[config.mk]
export PLATFORM = sky130hd
export DESIGN_NAME = wfnm_front
export DESIGN_NICKNAME = d
export VERILOG_FILES = /design/src/sv/wfnm_pkg.sv /design/src/sv/wfnm_front.sv
export SDC_FILE = /design/constraint.sdc
export NUM_CORES = 1
export LEC_CHECK = 0
export BUFFER_PORTS_ARGS = -buffer_cell sky130_fd_sc_hd__buf_2
export CAP_MARGIN = 30
export CORE_ASPECT_RATIO = 0.6
export CORE_UTILIZATION = 35
export DETAILED_ROUTE_END_ITERATION = 10
export SLEW_MARGIN = 5
export SYNTH_ARGS = -nofsm -noshare
export SYNTH_HDL_FRONTEND = slang
export SYNTH_SLANG_ARGS = --single-unit
[constraint.sdc]
create_clock -name clk -period 12.1 [get_ports clk]
set_input_delay 1.21 -clock clk [delete_from_list [all_inputs] [get_ports clk]]
set_output_delay 1.21 -clock clk [all_outputs]
set_load 0.05 [all_outputs]
[src/sv/wfnm_pkg.sv]
// Shared types, codes and constants for the weighted feature nearest-match unit.
// No dependencies; used by every module of the block.
`default_nettype none

package wfnm_pkg;

    localparam int MAX_ENTRIES_DEF = 1024;
    localparam int MAX_CLIPS_DEF   = 64;
    localparam int VALUE_BITS_DEF  = 24;

    localparam int ITEM_VALUE_W = 32;
    localparam int QDEPTH       = 2;

    localparam int NFEAT        = 13;
    localparam int NQUERY       = 9;
    localparam int SLOT_VEL     = 6;
    localparam int SLOT_TRAJ    = 9;
    localparam int SLOT_VX      = 6;
    localparam int SLOT_VZ      = 8;
    localparam int SLOT_LAST    = 12;

    localparam logic [16:0] C03 = 17'd19661;
    localparam logic [16:0] C06 = 17'd39322;
    localparam int ROUND_HALF   = 32768;

    localparam logic [62:0] COST_SAT = {63{1'b1}};

    localparam int CFG_W    = 24;
    localparam int CFG_AW   = 3;
    localparam logic [CFG_AW-1:0] CFG_POSE  = 3'd0;
    localparam logic [CFG_AW-1:0] CFG_VEL   = 3'd1;
    localparam logic [CFG_AW-1:0] CFG_TRAJ  = 3'd2;
    localparam logic [CFG_AW-1:0] CFG_KEEP  = 3'd3;
    localparam logic [CFG_AW-1:0] CFG_COUNT = 3'd4;

    localparam logic [15:0] POSE_W_RST = 16'd256;
    localparam logic [15:0] VEL_W_RST  = 16'd256;
    localparam logic [15:0] TRAJ_W_RST = 16'd256;
    localparam logic [23:0] KEEP_RST   = 24'd13107;
    localparam logic [10:0] COUNT_RST  = 11'd0;

    localparam int OUT_BITS = 105;
    localparam int OUT_W    = 112;

    typedef enum logic [1:0] {
        KIND_FEAT   = 2'd0,
        KIND_CLIP   = 2'd1,
        KIND_QUERY  = 2'd2,
        KIND_SEARCH = 2'd3
    } kind_t;

    typedef enum logic [3:0] {
        S_IDLE,
        S_SETUP,
        S_WALK,
        S_DRAIN,
        S_RD1,
        S_RD2,
        S_RD3,
        S_DEC,
        S_OUT
    } state_t;

    typedef struct packed {
        kind_t                           kind;
        logic [9:0]                      idx;
        logic [3:0]                      slot;
        logic signed [ITEM_VALUE_W-1:0]  value;
        logic [5:0]                      clip;
        logic [23:0]                     stime;
        logic [23:0]                     dur;
        logic [23:0]                     now;
    } item_t;

    typedef struct packed {
        logic  valid;
        item_t item;
    } queue_head_t;

endpackage

`default_nettype wire

[src/sv/wfnm_front.sv]
// Front end: accepts stream items, drops writes that fall out of range,
// and queues the rest for the back end. Depends on wfnm_pkg.
`default_nettype none

module wfnm_front #(
    parameter int MAX_ENTRIES = wfnm_pkg::MAX_ENTRIES_DEF,
    parameter int MAX_CLIPS   = wfnm_pkg::MAX_CLIPS_DEF,
    parameter int VALUE_BITS  = wfnm_pkg::VALUE_BITS_DEF,
    parameter int IN_W        = 120
) (
    input  wire logic                clk,
    input  wire logic                rst_n,
    input  wire logic                s_tvalid,
    output logic                     s_tready,
    input  wire logic [IN_W-1:0]     s_tdata,
    input  wire logic [1:0]          s_tuser,
    output wfnm_pkg::queue_head_t    head,
    input  wire logic                pop
);

    localparam int CNT_W = $clog2(wfnm_pkg::QDEPTH + 1);
    localparam int V_LO  = 14;
    localparam int C_LO  = V_LO + VALUE_BITS;

    wfnm_pkg::item_t             item;
    wfnm_pkg::item_t             q_reg [wfnm_pkg::QDEPTH];
    logic                        wr_ptr_reg, wr_ptr_next;
    logic                        rd_ptr_reg, rd_ptr_next;
    logic [CNT_W-1:0]            count_reg, count_next;
    logic                        useful;
    logic                        push;

    always_comb
    begin
        item.kind  = wfnm_pkg::kind_t'(s_tuser);
        item.idx   = s_tdata[9:0];
        item.slot  = s_tdata[13:10];
        item.value = wfnm_pkg::ITEM_VALUE_W'(signed'(s_tdata[C_LO-1:V_LO]));
        item.clip  = s_tdata[C_LO+5:C_LO];
        item.stime = s_tdata[C_LO+29:C_LO+6];
        item.dur   = s_tdata[C_LO+53:C_LO+30];
        item.now   = s_tdata[C_LO+77:C_LO+54];
    end

    always_comb
    begin
        case (item.kind)
            wfnm_pkg::KIND_FEAT:
                useful = (32'(item.slot) < wfnm_pkg::NFEAT) && (32'(item.idx) < MAX_ENTRIES);
            wfnm_pkg::KIND_CLIP:
                useful = (32'(item.idx) < MAX_ENTRIES) && (32'(item.clip) < MAX_CLIPS);
            wfnm_pkg::KIND_QUERY:
                useful = 32'(item.slot) < wfnm_pkg::NQUERY;
            default:
                useful = 1'b1;
        endcase
    end

    assign s_tready = count_reg != CNT_W'(wfnm_pkg::QDEPTH);
    assign push     = s_tvalid && s_tready && useful;

    always_comb
    begin
        wr_ptr_next = push ? ~wr_ptr_reg : wr_ptr_reg;
        rd_ptr_next = pop ? ~rd_ptr_reg : rd_ptr_reg;
        count_next  = count_reg + CNT_W'(push) - CNT_W'(pop);
    end

    always_ff @(posedge clk or negedge rst_n)
    begin
        if (!rst_n)
        begin
            wr_ptr_reg <= 1'b0;
            rd_ptr_reg <= 1'b0;
            count_reg  <= '0;
        end
        else
        begin
            wr_ptr_reg <= wr_ptr_next;
            rd_ptr_reg <= rd_ptr_next;
            count_reg  <= count_next;
        end
    end

    always_ff @(posedge clk)
    begin
        if (push)
        begin
            q_reg[wr_ptr_reg] <= item;
        end
    end

    assign head.valid = count_reg != '0;
    assign head.item  = q_reg[rd_ptr_reg];

endmodule

`default_nettype wire

==> flow_summary_export.csv, run 1 <==
group,metric,value,unit
timing,final-setup-viol-count,0,
worst_setup_path,arrival,2.92,ns
route,drt_pass1_iterations,4,
worst_setup_path,crit_type,"register to primary output",
clock_network,cts_resized,0,
worst_setup_path,cp_max_fo,61,
synth,avgSynthCellArea,22.19,sq um
synth,seq_area_frac_synth,0.8097,
timing,finalCritPeriodShare,0.3411,
synth,synthCells,400,
placement,globalplace.congestion,0.7177,
floorplan,fp.dieArea,26020,sq um
cells_and_area,layout_commonest_cell,"buf_2",
cells_and_area,final_nets,786,
synth,synthSimpleGateAreaFrac,0.005498,
route,drcViolationCount,0,
floorplan,start_util,0.3615,
grt,grt_use_total,0.1273,
worst_setup_path,cp-end-kind,"primary output",
clock_network,cts_setup_buffers,0,
clock_network,cts_root_buffer,"clkbuf_16",
synth,muxShareOfSynthArea,0.1497,
worst_setup_path,worstPathCellList,"buf_4, mux2_2, buf_2",
clock_network,cts.clk_slew.worst_paths,0.06,ns
route,drt_iter0_markers,214,
timing,finalMaxSlewViolations,0,
worst_setup_path,critPathLaunchType,"register",
clock_network,cts_tree,"built",
power,ir_drop,0.0001770,V
timing,rsz0062_at_grt,"no",
floorplan,rows,44,
timing,fmax,0.2423,GHz
floorplan,ios,254,
clock_network,cts-buffers-inserted,23,
synth,synth_cell_types,22,
power,power.total,3.096,mW
timing,fin_crit,4.127,ns
power,powerDensity,279.4,nW/um^2
placement,portBuffers,249,
worst_setup_path,cp_top_family,"flip-flops",
clock_network,clk_latency,0.50,ns
route,wl,16840,um
grt,grt_pass1_wl,25820,um
flow_run,maxCapViolCount,0,
synth,synth_area,8876,sq um
clock_network,cts.sinks,240,
grt,gr-total-overflow,0,
synth,yosys.area.top_type,"edfxtp_1",
timing,skew,0.01019,ns
worst_setup_path,required,10.89,ns
route,vias_per_cell,4.516,
timing,hold_viol,0,
route,wl_per_cell,16.89,um
hold_path,hold_path_class,"primary input to async pin",
cells_and_area,areaGrowthSynthToFinish,24.85,%
floorplan,core_region_area,24550,sq um
timing,slew_headroom,0.3719,
floorplan,chipWidth,207.6,um
placement,dpl.cell_count,955,
synth,synth_top_family_by_area,"multiplexers",
timing,whs,0.4975,ns
synth,synth_area_leaders,"edfxtp_1 (80%), mux2_2 (15%), buf_6 (1.5%)",
synth,synth_compound_area_frac,0.005639,
synth,synth.top_cell.area_share,0.7984,
synth,synth_nets,528,
cells_and_area,drive_gt1_frac,0.6042,
worst_setup_path,slowest_delay,0.98,ns
clock_network,cts-htree-levels,1,
route,vias,4502,
synth,ys_warn_count,0,
cells_and_area,largest_reg_flops,236,
grt,antenna_found_initial,3,
timing,worst_slew_pin_slew,0.9422,ns
placement,dp_hpwl,10920,um
grt,grt_max_degree,69,
grt,grt_pass1_vias,4770,
synth,synth_xor_area_frac,0.002960,
synth,ys_ff_latch,240,
worst_setup_path,crit_buf_inv,2,
worst_setup_path,crit_slowest_cell,"dfrtp_4",
clock_network,hold_buffers,0,
synth,synth_fa_ha_area_frac,0.002819,
cells_and_area,layout_common_cells,"buf_2 (249), edfxtp_1 (236), mux2_2 (118)",
floorplan,die_h,125.4,um
route,ant_nets,0,
clock_network,cts_buffer_depth,3,
power,leakage,4.091,nW
cells_and_area,fin_cells,997,
timing,fin_setup_tns,0,ns
run_status,outcome,"finished clean",
-- cells in the mapped netlist --
cell and number:
o21ai_0 1, o2bb2ai_1 1, dfrtp_1 4, nand2b_1 2
nand2_1 1, buf_4 9, xor2_1 1, or2_1 1
or2_2 1, nor2_1 1, edfxtp_1 236, nor3_1 1
xnor2_1 2, nand3_1 1, nand4_1 1, ha_1 2
o31ai_4 1, a21oi_2 1, a31oi_1 1, mux2_2 118
buf_6 12, inv_1 2
-- layer usage --
layer  vias to the layer above  wire length [um]  GRT usage
li1                       2099                 -          -
met1                      2209              7604     0.1707
met2                       175              7493     0.1947
met3                        19              1514    0.05200
met4                         0               225    0.02634
met5                         -                 0          0
-- report_power, final --
part           switching, mW  internal, mW
Clock                  0.287         0.391
Combinational          0.914         0.328
Sequential            0.0725          1.10
Total                   1.27          1.82
-- cell type report --
class / instances / area, sq um
multi-input cells: 137 / 1491
flip-flops and latches: 240 / 7191
repair buffers: 254 / 1284
fillers: 2162 / 13470
clock buffers: 29 / 598.1
well taps: 322 / 402.9
clock inverters: 10 / 100.1
inverters: 2 / 7.507
diodes: 3 / 7.507
-- through the flow --
step                      cell area, sq um  utilization  setup WS, ns
after floorplan                       8876            -         1.747
after global placement               10380       0.4226         8.474
after detailed placement             10380       0.4226         8.424
after CTS                            11070       0.4510         7.862
after global routing                 11080       0.4511         7.739
final                                11080       0.4513         7.973
-- path summary, 6_finish.rpt --
| path | slack (ns) | to | from | cells after the start |
|---|---|---|---|---|
| hold reg to reg | 0.51 | count_reg[1] | count_reg[1] | 1 |
| setup / recovery | 7.97 | head[24] | rd_ptr_reg | 3 |
| hold / removal | 0.50 | count_reg[0] | rst_n | 1 |
| setup reg to reg | 10.05 | q_reg[0][39] | count_reg[1] | 4 |
| min in group clk | 0.51 | count_reg[1] | count_reg[1] | 1 |
| max in group asynchronous | 11.46 | rd_ptr_reg | rst_n | 1 |
-- cells by family after synthesis --
group | after synthesis
flops | 240
mux | 118
buf+inv | 23
simple gates | 9
compound gates | 5
xor+xnor | 3
fa+ha+maj | 2
Note: power is estimated with default switching activity, not from simulation.
==> inputs of run 2 (changes only) <==
==> constraint.sdc (replaced) <==
create_clock -name clk -period 4.3 [get_ports clk]
set_input_delay 0.43 -clock clk [delete_from_list [all_inputs] [get_ports clk]]
set_output_delay 0.43 -clock clk [all_outputs]
set_load 0.05 [all_outputs]
==> run 2 against run 1 <==
Against the previous run:
- sequential cell count did not move
- worst setup slack lost 6.6 ns
- combinational power rose to 2.9 times the previous value
- global-route usage grew 0.57 points
- non-clock buffer count rose by 1
- register-to-register slack lost 7.9 ns
- cell area rose by 1.6%
- via count increased by 0.84%
- wire length increased by 3.2%
- clock skew is essentially flat
==> flow_summary_export.csv, run 2 (same netlist as run 1, synthesis figures left out) <==
group,metric,value,unit
cells_and_area,fin_util,0.4586,
timing,fin_crit,2.939,ns
timing,finalMaxSlewViolations,0,
worst_setup_path,cp_max_fo,67,
timing,timing.final.ws_setup,1.361,ns
timing,finalCritPeriodShare,0.6834,
timing,whs,0.1032,ns
floorplan,start_util,0.3615,
worst_setup_path,worst-r2r-cell-count,4,
power,powerDensity,800.7,nW/um^2
hold_path,min_to,"q_reg[0][49]",
power,ir_drop,0.0004477,V
floorplan,rows,44,
worst_setup_path,slowest_delay,0.88,ns
floorplan,ios,254,
worst_setup_path,critPathLaunchType,"register",
floorplan,die_h,125.4,um
grt,grt_max_degree,69,
placement,globalplace.congestion,0.7542,
clock_network,cts-htree-levels,1,
clock_network,cts_tree,"built",
worst_setup_path,cp_top_family,"flip-flops",
cells_and_area,layout.area.seq,7191,sq um
hold_path,holdPathStages,1,
grt,gr-total-overflow,0,
cells_and_area,layout_commonest_cell,"buf_2",
power,power.total,9.015,mW
timing,slew_headroom,0.3820,
timing,fmax,0.3403,GHz
placement,portBuffers,249,
cells_and_area,drive_gt1_frac,0.6136,
cells_and_area,fillers,2150,
placement,place_worst_setup_slack,1.815,ns
clock_network,clk_latency,0.51,ns
route,drt_pass1_iterations,4,
cells_and_area,multiInputGateArea,1498,sq um
worst_setup_path,crit_buf_inv,2,
flow_run,maxCapViolCount,0,
worst_setup_path,reg2reg_from,"count_reg[1]",
timing,skew,0.01016,ns
worst_setup_path,required,3.87,ns
worst_setup_path,cp-end-kind,"primary output",
timing,worst_slew_pin_slew,0.9269,ns
power,leakage,4.166,nW
grt,grt_pass1_wl,26990,um
worst_setup_path,r2r-end,"q_reg[0][19]",
floorplan,chipWidth,207.6,um
cells_and_area,layout_common_cells,"buf_2 (249), edfxtp_1 (236), mux2_2 (118)",
hold_path,min-delay-start,"s_tdata[45]",
timing,rsz0062_at_grt,"no",
route,vias,4540,
route,drt_iter0_markers,163,
route,drcViolationCount,0,
clock_network,cts_resized,0,
floorplan,core_region_area,24550,sq um
route,ant_nets,0,
floorplan,fp.dieArea,26020,sq um
route,wl,17380,um
worst_setup_path,arrival,2.51,ns
clock_network,cts_buffer_depth,3,
run_status,outcome,"finished clean",
worst_setup_path,r2r_slack,2.19,ns
timing,fin_setup_tns,0,ns
clock_network,cts.sinks,240,
grt,grt_use_total,0.1330,
cells_and_area,largest_reg_flops,236,
clock_network,cts.clk_slew.worst_paths,0.06,ns
grt,antenna_found_initial,3,
route,vias_per_cell,4.535,
worst_setup_path,crit_slowest_cell,"dfrtp_4",
worst_setup_path,worstPathCellList,"buf_12, mux2_2, buf_2",
cells_and_area,final_nets,788,
timing,final-setup-viol-count,0,
clock_network,cts-buffers-inserted,24,
worst_setup_path,crit_type,"register to primary output",
clock_network,cts_root_buffer,"clkbuf_16",
grt,grt_pass1_vias,4922,
route,wl_per_cell,17.36,um
placement,dp_hpwl,11480,um
timing,hold_viol,0,
hold_path,hold_path_class,"primary input to register",
cells_and_area,areaGrowthSynthToFinish,26.85,%
[run 2: cell types whose count changed in the layout (fill, tap and decap cells not counted), sizes merged]
cell         change
clkbuf           -2
diode            -2
clkinvlp         +3
bufinv           +2
dlygate4sd3      +1
clkinv           +2
[run 2: final cells by class]
| cell class | instances | area share |
|---|---|---|
| Antenna cell | 1 | 0.0002222 |
| Multi-Input combinational cell | 137 | 0.1330 |
| Sequential cell | 240 | 0.6386 |
| Inverter | 2 | 0.0006667 |
| Tap cell | 322 | 0.03578 |
| Clock buffer | 27 | 0.05623 |
| Timing Repair Buffer | 255 | 0.1182 |
| Clock inverter | 17 | 0.01722 |
[run 2: how the worst max path moves through the flow]
| stage | end | slack (ns) | cells after the start | startpoint |
|---|---|---|---|---|
| global placement | q_reg[0][48] | 1.89 | 5 | s_tdata[11] |
| finish | head[46] | 1.36 | 3 | rd_ptr_reg |
| CTS | head[112] | 1.30 | 3 | rd_ptr_reg |
| floorplan | q_reg[1][0] | 0.008 | 3 | count_reg[0] |
| global route | head[49] | 1.20 | 3 | rd_ptr_reg |
| detailed placement | q_reg[0][52] | 1.81 | 5 | s_tdata[11] |
[run 2: report_power, final]
part	internal [mW]	switching (mW)	total [mW]	leakage (nW)
combinational	0.950	2.61	3.56	1.55
sequential	3.10	0.190	3.29	2.23
clock	1.30	0.860	2.16	0.394
[run 2: what timing repair did]
item	in CTS	in global routing
hold buffers	1	0
hold endpoints to repair	4	0
setup buffers	0	0
[run 2: worst register-to-register path: cells and delay by family, from the launching register on]
| family | cells | cell delay (ns) |
|---|---|---|
| and+or+nand+nor | 3 | 0.95 |
| DFF | 1 | 0.40 |
| buffers and inverters | 1 | 0.36 |
[run 2: layer usage]
layer | track usage | vias up | share of wire
met3 | 0.05501 | 27 | 0.084
met4 | 0.02985 | 2 | 0.015
met2 | 0.2103 | 148 | 0.46
met5 | 0 | - | 0.00092
li1 | - | 2100 | -
met1 | 0.1712 | 2263 | 0.44
[run 2: through the flow]
| stage | instance area, sq um | instances |
|---|---|---|
| after CTS | 11260 | 1000 |
| after global routing | 11260 | 1000 |
| after global placement | 10420 | 955 |
| final | 11260 | 1001 |
| after detailed placement | 10420 | 955 |
| after floorplan | 8895 | 400 |
